==> src/rtl/core/htok_pkg.sv <==
package htok_pkg;

  localparam int QUERY_SLOTS  = 16;
  localparam int HEADER_SLOTS = 32;
  localparam int PairW        = 5;
  localparam int HdrW         = 6;
  localparam int OutqDepth    = 4;

  localparam logic [7:0] CH_SPACE = 8'h20;
  localparam logic [7:0] CH_QMARK = 8'h3F;
  localparam logic [7:0] CH_AMP   = 8'h26;
  localparam logic [7:0] CH_EQ    = 8'h3D;
  localparam logic [7:0] CH_COLON = 8'h3A;
  localparam logic [7:0] CH_CR    = 8'h0D;
  localparam logic [7:0] CH_LF    = 8'h0A;

  typedef enum logic [2:0] {
    PH_METHOD, PH_PATH, PH_QUERY, PH_VERSION, PH_HEADER, PH_BODY
  } phase_e;

  typedef enum logic [3:0] {
    CLS_METHOD, CLS_PATH, CLS_QNAME, CLS_QVALUE, CLS_VERSION,
    CLS_HNAME, CLS_HVALUE, CLS_BODY, CLS_DELIM, CLS_DISCARD
  } cls_e;

  typedef enum logic [3:0] {
    FLD_NONE, FLD_METHOD, FLD_PATH, FLD_QNAME, FLD_QVALUE,
    FLD_VERSION, FLD_HNAME, FLD_HVALUE, FLD_DROPPED
  } fld_e;

  typedef enum logic [2:0] {
    MTH_UNKNOWN, MTH_GET, MTH_POST, MTH_PUT, MTH_DELETE, MTH_PATCH
  } mth_e;

  typedef enum logic [1:0] {
    ST_OK, ST_NO_SP_METHOD, ST_NO_SP_PATH, ST_NO_EOL
  } st_e;

  typedef struct packed {
    logic [7:0] data;
    cls_e       cls;
    logic [4:0] idx;
    fld_e       fld;
    mth_e       code;
    st_e        status;
    logic       last;
  } res_t;

  typedef struct packed {
    logic [1:0] cnt;
    res_t       r0;
    res_t       r1;
  } push_t;

  function automatic logic [2:0] verb_len(input logic [2:0] k);
    logic [2:0] l;
    case (k)
      3'd0:    l = 3'd3;
      3'd1:    l = 3'd4;
      3'd2:    l = 3'd3;
      3'd3:    l = 3'd6;
      3'd4:    l = 3'd5;
      default: l = 3'd0;
    endcase
    return l;
  endfunction

  function automatic logic [7:0] verb_char(input logic [2:0] k, input logic [2:0] pos);
    logic [47:0] w;
    logic [47:0] sh;
    case (k)
      3'd0:    w = {"GET", 24'h0};
      3'd1:    w = {"POST", 16'h0};
      3'd2:    w = {"PUT", 24'h0};
      3'd3:    w = "DELETE";
      3'd4:    w = {"PATCH", 8'h0};
      default: w = 48'h0;
    endcase
    sh = w << {pos, 3'b000};
    return sh[47:40];
  endfunction

endpackage

==> src/rtl/core/htok_outq.sv <==
module htok_outq
  import htok_pkg::*;
(
  input  logic  clk_i,
  input  logic  rst_ni,
  input  push_t push_i,
  output logic  room_o,
  output logic  valid_o,
  input  logic  ready_i,
  output res_t  head_o
);

  localparam int PtrW = $clog2(OutqDepth);
  localparam int CntW = $clog2(OutqDepth + 1);

  res_t            mem [OutqDepth];
  logic [PtrW-1:0] wptr_q, wptr_d;
  logic [PtrW-1:0] rptr_q, rptr_d;
  logic [CntW-1:0] cnt_q, cnt_d;
  logic            pop;

  assign pop     = valid_o && ready_i;
  assign valid_o = (cnt_q != '0);
  assign head_o  = mem[rptr_q];
  // leave space for a CR LF pair
  assign room_o  = (cnt_q <= CntW'(OutqDepth - 2));

  always_comb begin
    wptr_d = wptr_q + PtrW'(push_i.cnt);
    rptr_d = rptr_q + PtrW'(pop);
    cnt_d  = cnt_q + CntW'(push_i.cnt) - CntW'(pop);
  end

  always_ff @(posedge clk_i or negedge rst_ni) begin
    if (!rst_ni) begin
      wptr_q <= '0;
      rptr_q <= '0;
      cnt_q  <= '0;
    end else begin
      wptr_q <= wptr_d;
      rptr_q <= rptr_d;
      cnt_q  <= cnt_d;
    end
  end

  always_ff @(posedge clk_i) begin
    if (push_i.cnt != 2'd0) mem[wptr_q] <= push_i.r0;
    if (push_i.cnt == 2'd2) mem[wptr_q + PtrW'(1)] <= push_i.r1;
  end

  a_cnt_bound: assert property (@(posedge clk_i) disable iff (!rst_ni)
    cnt_q <= CntW'(OutqDepth))
    else $error("output queue overflow");

  a_push_room: assert property (@(posedge clk_i) disable iff (!rst_ni)
    (push_i.cnt != 2'd0) |-> room_o)
    else $error("push into output queue without room");

  a_cnt_track: assert property (@(posedge clk_i) disable iff (!rst_ni)
    (push_i.cnt == 2'd0 && !pop) |=> $stable(cnt_q))
    else $error("queue fill changed without push or pop");

endmodule

==> config.mk <==
export PLATFORM = sky130hd
export DESIGN_NAME = htok_outq
export DESIGN_NICKNAME = d
export VERILOG_FILES = /design/src/rtl/core/htok_pkg.sv /design/src/rtl/core/htok_outq.sv
export SDC_FILE = /design/constraint.sdc
export NUM_CORES = 1
export LEC_CHECK = 0
export BUFFER_PORTS_ARGS = -buffer_cell sky130_fd_sc_hd__buf_2
export CAP_MARGIN = 20
export CORE_AREA = 4 4 117 108
export DETAILED_ROUTE_END_ITERATION = 12
export DIE_AREA = 0 0 121 112
export GPL_ROUTABILITY_DRIVEN = 0
export PLACE_DENSITY_LB_ADDON = 0.05
export SLEW_MARGIN = 20
export SYNTH_ARGS = -nofsm -noshare
export SYNTH_HDL_FRONTEND = slang
export SYNTH_SLANG_ARGS = --single-unit
==> constraint.sdc <==
create_clock -name clk_i -period 3.35 [get_ports clk_i]
set_clock_uncertainty 0.1 [all_clocks]
set_input_delay 0.5025 -clock clk_i [delete_from_list [all_inputs] [get_ports clk_i]]
set_output_delay 0.5025 -clock clk_i [all_outputs]
set_load 0.01 [all_outputs]
== Yosys cells after proc, flatten, opt, wreduce, memory -nomap -nowiden ==
Memories as Yosys holds them, arrays and structs flattened.
Index checks and enable logic that the tools add are counted.
Word-level totals
  input port bits: 59
  bits in writable memories: 108
  register bits: 7
  output and inout port bits: 29
  memories kept: 1
Cells by class
  $add $sub $neg: 5
  reductions and logical operators: 3
  order comparisons: 1
  mux-type cells: 4
  equality and inequality tests: 1
Memories
  mem: words 4, bits a word 27, rd ports 1, clocked after Yosys merged registers in 0, write ports 2, line htok_outq.sv:16  | res_t mem [OutqDepth];
Operator list (count)
  $mux 1: 4
  $add 3x2->3: 1
  $le 3x2->1 const B: 1
  $reduce_bool 3->1: 1
  $sub 3x1->3: 1
  $add 2x1->2: 1
  $add 2x1->2 const B: 1
  $add 2x2->2: 1
  $eq 2x2->1 const B: 1
  $reduce_bool 2->1: 1
  $logic_and 1x1->1: 1

== Longest topological paths before layout ==
Gate-level depths: netlist (run 1).
  word-level depth: 3
  gate-level depth with buffers: 7

== Worst setup path before layout (run 1) ==
No wires, ideal clock.
  path type: input -> register
  from: input port push_i[55] in the netlist's numbering
  to: memory mem[0][0] in the netlist's numbering, enable pin
  stages: 3
  path slack: 118 ps
  arrival time: 2683 ps
  path buffers: 1
  cell sequence: clkbuf_2 o21bai_1 o21ai_0
RTL lines
  from (decl): line htok_outq.sv:6  | input push_t push_i,
  to (decl): line htok_outq.sv:16

==> results of run 1 <==
placed cells by master (no fill, tap or decap):
| master | n |
|---|---|
| sky130_fd_sc_hd__o311ai_0 | 1 |
| sky130_fd_sc_hd__o31ai_1 | 1 |
| sky130_fd_sc_hd__bufinv_16 | 1 |
| sky130_fd_sc_hd__mux2_2 | 108 |
| sky130_fd_sc_hd__a21oi_1 | 1 |
| sky130_fd_sc_hd__mux2i_1 | 2 |
| sky130_fd_sc_hd__clkbuf_8 | 6 |
| sky130_fd_sc_hd__o21bai_4 | 1 |
| sky130_fd_sc_hd__fa_1 | 1 |
| sky130_fd_sc_hd__dfrtp_2 | 1 |
| sky130_fd_sc_hd__o21bai_1 | 1 |
| sky130_fd_sc_hd__or3_1 | 1 |
| sky130_fd_sc_hd__dfrtp_1 | 6 |
| sky130_fd_sc_hd__mux4_2 | 27 |
| sky130_fd_sc_hd__buf_4 | 11 |
| sky130_fd_sc_hd__clkbuf_16 | 17 |
| sky130_fd_sc_hd__nor4b_4 | 1 |
| sky130_fd_sc_hd__buf_2 | 87 |
| sky130_fd_sc_hd__inv_1 | 4 |
| sky130_fd_sc_hd__xnor2_1 | 6 |
| sky130_fd_sc_hd__ha_1 | 3 |
| sky130_fd_sc_hd__clkbuf_1 | 5 |
| sky130_fd_sc_hd__o21ai_0 | 1 |
| sky130_fd_sc_hd__o21ai_4 | 1 |
| sky130_fd_sc_hd__edfxtp_1 | 108 |
| sky130_fd_sc_hd__and4bb_2 | 2 |
| sky130_fd_sc_hd__or2_2 | 1 |
| sky130_fd_sc_hd__clkinv_2 | 3 |
| sky130_fd_sc_hd__buf_12 | 2 |
| sky130_fd_sc_hd__nand4b_1 | 1 |
| sky130_fd_sc_hd__nor2_4 | 2 |
| sky130_fd_sc_hd__dlygate4sd3_1 | 1 |
worst max-delay path by stage:
stage,slack (ns),from,end,cells past startpoint
2_1_floorplan,0.12,push_i[55],mem[0][0]$_DFFE_PP_,3
3_3_place_gp,1.05,push_i[54],mem[3][14]$_DFFE_PP_,4
3_5_place_dp,0.99,push_i[54],mem[3][16]$_DFFE_PP_,4
4_1_cts,0.76,rptr_q[0]$_DFF_PN0_,head_o[20],3
5_1_grt,0.72,rptr_q[0]$_DFF_PN0_,head_o[26],3
6_report,0.82,rptr_q[0]$_DFF_PN0_,head_o[20],3
flip-flops by register name, summed over array words and instances, names as in the netlist:
name    count
cnt_q       3
mem       108
rptr_q      2
wptr_q      2
cell usage after synthesis, drive strengths merged:
| cell | n | share of area [%] |
|---|---|---|
| edfxtp | 108 | 58 |
| mux2 | 108 | 22 |
| mux4 | 27 | 11 |
| buf | 18 | 2.1 |
| dfrtp | 7 | 3.1 |
| xnor2 | 6 | 0.93 |
| inv | 4 | 0.27 |
| ha | 3 | 0.67 |
| and4bb | 2 | 0.44 |
| mux2i | 2 | 0.36 |
| nor2 | 2 | 0.13 |
| o21ai | 2 | 0.18 |
| o21bai | 2 | 0.27 |
| a21oi | 1 | 0.089 |
| clkbuf | 1 | 0.089 |
| fa | 1 | 0.36 |
| nand4b | 1 | 0.16 |
| nor4b | 1 | 0.42 |
| o311ai | 1 | 0.16 |
| o31ai | 1 | 0.13 |
| or2 | 1 | 0.11 |
| or3 | 1 | 0.11 |
where the power goes:
part	total (mW)	internal (mW)	switching [mW]
clock network	1.72	1.13	0.587
logic	1.93	0.944	0.983
registers	2.34	2.15	0.190
total	5.98	4.22	1.76
worst reg2reg max path, delay by kind of cell (launching register included):
| kind | cells | cell delay, ns |
|---|---|---|
| and+or+nand+nor | 1 | 0.69 |
| muxes | 1 | 0.34 |
| DFF | 1 | 0.60 |
| buffers and inverters | 1 | 0.27 |
through the flow:
stage | setup slack, ns | util [%]
5_1_grt | 0.723 | 60.7
2_1_floorplan | 0.118 | -
4_1_cts | 0.759 | 60.7
3_5_place_dp | 0.992 | 55.6
3_3_place_gp | 1.05 | 55.6
6_report | 0.822 | 60.7
final cells by class:
class                           count  area share, %
Timing Repair Buffer              101           8.25
Tap cell                          156           2.83
Clock buffer                       28           7.65
Clock inverter                      4          0.654
Multi-Input combinational cell    162           30.7
Sequential cell                   115           49.7
Inverter                            4          0.218
repair_timing:
item                                   in CTS  in global routing
endpoints found under the hold margin       7                  0
gates resized for setup                     0                  0
setup buffers                               0                  0
hold buffers                                1                  0
per-layer routing:
layer / GRT usage (%) / up-vias
li1: - / 1431
met1: 23.1 / 1532
met2: 30.6 / 83
met3: 5.08 / 22
met4: 7.78 / 0
met5: 0 / -
cells by family after synthesis:
kind of cell | share of synthesized area (%)
multiplexers | 32.7
flip-flops | 60.7
buffers and inverters | 2.42
AND/OR/NAND/NOR | 1.38
AO/OA/AOI/OAI | 0.822
XOR/XNOR | 0.933
adder cells (fa/ha/maj) | 1.02
==> metrics.txt, run 1 <==
result of the run complete, no violations; clock latency of the later-clocked register in the worst-skew pair approximately 0.4 ns; maximum count of clock buffers along a single path 2; width of the chip 121 um; count of endpoints failing setup in the final report 0; Worst Hold Class primary input to register; number of diodes 0; critical path required time 2.75 ns; clock net sink count 115; crit path max-delay cell type sky130_fd_sc_hd__mux4_2; pin slew with the least headroom to its limit ~0.96 ns; total power divided by cell area just under 900 mW/mm2; post-DR vias/cell 5.38; post-DP HPWL 7.45 mm; average cell area after synthesis about 19 um2; Congestion Overflow GR 0; destination of the worst hold path rptr_q[0]$_DFF_PN0_; cell class contributing the biggest share of worst-path delay multiplexers; highest ir drop seen on vdd 0.491 mV; Worst Hold Slack 0.297 ns; routed length on met3 539 um; area of combinational cells with multiple inputs around 0.0021 mm2; Yosys cell types 25; deepest level of the CTS H-tree 4; overall global routing resource usage 18.6%; final hold violation count 0; fin crit share 75.4%; tightest slew margin relative to the limit 35.9%; critical path endpoint category output pin; critical path class register to output pin; count of input and output buffers 87; topmost layer with routed signal wires met4; Initial Util about half; Lkg Pwr around 2.5 nW; vertical die dimension 112 um; TritonCTS Buffers 17; total number of yosys warnings 0; # fillers between 800 and 900; RSZ-0062 raised after global routing false; combined flip-flop and latch cell area 0.00342 mm2; Data arrival, critical path roughly 1.9 ns; DP Cell Count ~540; number of synthesized register bits 115; post-synth net total around 360; core area between 0.01 and 0.015 mm2; count of pins on the block boundary approximately 90; number of nets in the layout between 400 and 500; wire length reported by the detailed router 11.6 mm; pin count of the biggest net entering global routing 28; number of rows in the core area 37; largest fanout on the critical path 22; die area 0.0136 mm2; via count 3068; summed negative setup slack over all endpoints 0 ns; overall power of the completed layout 5.98 mW; post-layout minimum cycle time between 2 and 3 ns; type of element launching the critical path register; number of non-filler instances in the completed layout 570; Post-route DRC 0; detail-routed net length per standard cell around 20 um; final design area excluding fillers approximately 0.0069 mm2; Worst Reg2Reg Path Length in Cells 3; minimum setup slack among reg-to-reg paths 1.10 ns; max frequency roughly 400 MHz; portion of the post-synthesis area used by sequential elements about 61%; final number of max-transition violations 0; Iter 0 DRT Violations 212; clock input transition at the sequential cells of the worst setup and hold paths 0.05 ns; Hold Crit Depth 3; via count of the first global-routing pass 3389; antenna violations before repair 0; global-route wire length before repair between 15 and 20 mm; CTS tree built; synthesis-to-finish area growth 22.2%; CTS Root Cell sky130_fd_sc_hd__clkbuf_16; instance count of the mapped netlist 300; fraction of layout instances using a drive strength above 1 approximately 65%; cell area after placement 0.00630 mm2; critical path cell sequence buf_12 -> mux4_2 -> buf_2; Synth Cell Area 0.00563 mm2; delay of the slowest cell on the worst path ~0.56 ns; worst path buffer plus inverter count 2; total of max-cap violations 0; startpoint of the worst register-to-register path wptr_q[1]$_DFF_PN0_; Initial DRT Pass Iterations 4; capture point of the worst reg-to-reg path mem[3][16]$_DFFE_PP_; met2 WL post-DR 5.84 mm; Detail Route Antenna Nets 0; min-delay src ready_i; sum of routed wire segments on met1 5.01 mm
No activity file was read; power rests on OpenSTA's default activity.
==> run 2: changes to the inputs <==
==> constraint.sdc (replaced) <==
create_clock -name clk_i -period 2.3 [get_ports clk_i]
set_clock_uncertainty 0.1 [all_clocks]
set_input_delay 0.345 -clock clk_i [delete_from_list [all_inputs] [get_ports clk_i]]
set_output_delay 0.345 -clock clk_i [all_outputs]
set_load 0.01 [all_outputs]
==> run 2 against run 1 <==
Compared with the run above:
- die area did not move
- register-to-register slack worse by 0.89 ns
- power increased by 52%
- non-clock buffer count grew 6
- via count up 1.2%
- first-iteration DRC count shrank 20%
==> metrics.txt, run 2 (synthesis gave the netlist of run 1 again) <==
clock latency of the later-clocked register in the worst-skew pair 0.40 ns (about the same); flip-flop count of the largest register after layout 108 (unchanged); worst path buffer plus inverter count 3 (+1); DP Cell Count 541 (+0.74%); via count of the first global-routing pass 3363 (-0.77%); Detail Route Antenna Nets 0 (unchanged); clock net sink count 115 (unchanged); post-layout minimum cycle time 2.21 ns; count of pins on the block boundary 88 (unchanged); routing usage on met1 24.0% (+0.91 points); clock input transition at the sequential cells of the worst setup and hold paths 0.05 ns (about the same); fraction of layout instances using a drive strength above 1 66.0% (+0.49 points); number of nets in the layout 470 (+1.3%); final number of max-transition violations 0 (unchanged); # fillers 851 (-1.7%); met3 Usage GRT 5.28% (+0.20 points); Worst Hold Class primary input to register; summed negative setup slack over all endpoints 0 ns (unchanged); number of rows in the core area 37 (unchanged); largest fanout on the critical path 7 (-68%); highest ir drop seen on vdd 0.737 mV (+50%); registers with the highest flip-flop counts mem x108, cnt_q x3; count of endpoints failing setup in the final report 0 (unchanged); Internal Dissipation 6.46 mW (+53%); number of diodes 0 (unchanged); Initial Util 49.7% (unchanged); total of max-cap violations 0 (unchanged); Clock power frac 30.6% (+1.8 points); fin crit share 96.3%; busiest layer in global routing met2; fraction of power spent switching nets 28.8% (-0.64 points); via count 3104 (+1.2%); met2 usage in global routing 30.7% (+0.11 points); largest register by flop count mem; crit path max-delay cell type sky130_fd_sc_hd__mux4_2; share of power burned in combinational logic 32.5% (+0.3 points); final hold violation count 0 (unchanged); CTS tree built; critical path required time 1.86 ns (-0.89 ns); pin slew with the least headroom to its limit 1.07 ns (+0.108 ns); post-DR vias/cell 5.39 (+0.12%); delay of the slowest cell on the worst path 0.53 ns (-0.03 ns); cell class contributing the biggest share of worst-path delay multiplexers; post-DP HPWL 7.58 mm (+1.6%); deepest level of the CTS H-tree 4 (unchanged); critical path class register to output pin; max frequency roughly 450 MHz; width of the chip 121 um (unchanged); critical path endpoint category output pin; CTS Root Cell sky130_fd_sc_hd__clkbuf_16; count of input and output buffers 87 (unchanged); detail-routed net length per standard cell 20.5 um (+0.48%); type of element launching the critical path register; global-route wire length before repair 18.6 mm (about the same); overall global routing resource usage 18.6% (about the same); Data arrival, critical path 1.77 ns (-0.16 ns); result of the run complete, no violations; die area 0.0136 mm2 (unchanged); RSZ-0062 raised after global routing false; antenna violations before repair 0 (unchanged); TritonCTS Buffers 17 (unchanged); maximum count of clock buffers along a single path 2 (unchanged); number of non-filler instances in the completed layout 576 (+1.1%); Congestion Overflow GR 0 (unchanged); Initial DRT Pass Iterations 4 (unchanged); tightest slew margin relative to the limit 28.6% (-7.3 points); core area 0.0113 mm2 (unchanged); Iter 0 DRT Violations 170 (-20%); pin count of the biggest net entering global routing 28 (unchanged); critical path cell sequence buf_12 -> buf_6 -> mux4_2 -> buf_2; power spent charging and discharging nets 2.61 mW (+48%); vertical die dimension 112 um (unchanged); part of the total power dissipated in sequential elements 36.9% (-2.1 points); commonest non-fill, non-tap cells in the layout sky130_fd_sc_hd__mux2_2, sky130_fd_sc_hd__edfxtp_1, sky130_fd_sc_hd__buf_2; synthesis-to-finish area growth 24.2%; Post-route DRC 0 (unchanged); total power divided by cell area 1300 mW/mm2 (+49%); Lkg Pwr 2.54 nW (+2.1%); wire length reported by the detailed router 11.8 mm (+1.5%)
## run 2: changes by cell type in the layout (fill, tap and decap cells not counted)
cell                         delta
sky130_fd_sc_hd__clkinv_1       +3
sky130_fd_sc_hd__bufinv_16      +4
sky130_fd_sc_hd__clkinvlp_4     +1
sky130_fd_sc_hd__clkinv_2       +1
sky130_fd_sc_hd__buf_6          +2
sky130_fd_sc_hd__clkbuf_8       -6
sky130_fd_sc_hd__clkbuf_1       -3
sky130_fd_sc_hd__buf_8          +1
sky130_fd_sc_hd__buf_4          +3
## run 2: worst min-delay path, cell delays in order
cell and delay, ns:
sky130_fd_sc_hd__buf_2 0.12, sky130_fd_sc_hd__o31ai_1 0.07, sky130_fd_sc_hd__xnor2_1 0.06
## run 2: metal layers
layer,wire (um),vias up,part of all wire (%)
met5,0,-,0
met2,6070,75,51
met1,5050,1575,43
met3,576,8,4.9
met4,94,0,0.80
li1,-,1446,-
## run 2: per-stage QoR
step	util [%]	power, mW	hold slack, ns	instance area, um2	setup slack (ns)
global placement	55.7	6.26	0.0891	6320	0.253
global route	61.7	9.53	0.128	7000	0.00347
detailed placement	55.7	6.32	0.0919	6320	0.182
CTS	61.6	9.20	0.117	6990	0.0324
floorplan	-	5.23	-0.0506	5640	0.0338
finish	61.7	9.07	0.137	7000	0.0853
## run 2: worst paths after layout
path | start | to | slack (ns) | depth (start not counted)
setup reg to reg | wptr_q[1]$_DFF_PN0_ | mem[2][13]$_DFFE_PP_ | 0.21 | 2
hold / removal | ready_i | rptr_q[0]$_DFF_PN0_ | 0.14 | 3
min in group asynchronous | rst_ni | rptr_q[1]$_DFF_PN0_ | 0.21 | 2
hold reg to reg | cnt_q[2]$_DFF_PN0_ | cnt_q[2]$_DFF_PN0_ | 0.47 | 1
setup / recovery | rptr_q[0]$_DFF_PN0_ | head_o[23] | 0.09 | 4
max in group asynchronous | rst_ni | rptr_q[0]$_DFF_PN0_ | 1.72 | 2
## run 2: area by class of cell
cell class | count | area, um2 | area share [%]
flip-flops and latches | 115 | 3420 | 48.9
multi-input cells | 162 | 2120 | 30.2
repair buffers | 107 | 628 | 8.98
clock buffers | 19 | 433 | 6.19
well taps | 156 | 195 | 2.79
clock inverters | 13 | 189 | 2.70
inverters | 4 | 15.0 | 0.215
## run 2: power groups by stage
stage / clock network [mW] / registers, mW / logic [mW]
floorplan: 0 / 3.29 / 1.94
global placement: 0 / 3.40 / 2.87
detailed placement: 0 / 3.43 / 2.89
CTS: 2.82 / 3.36 / 3.01
global route: 2.92 / 3.41 / 3.20
finish: 2.77 / 3.35 / 2.95
## run 2: repair_timing
| action | in CTS | in global routing |
|---|---|---|
| hold endpoints to repair | 7 | 0 |
| endpoints found under the setup margin | 23 | 10 |
| buffers inserted | 2 | 0 |
| hold buffers | 1 | 0 |
| gates resized for setup | 2 | 2 |
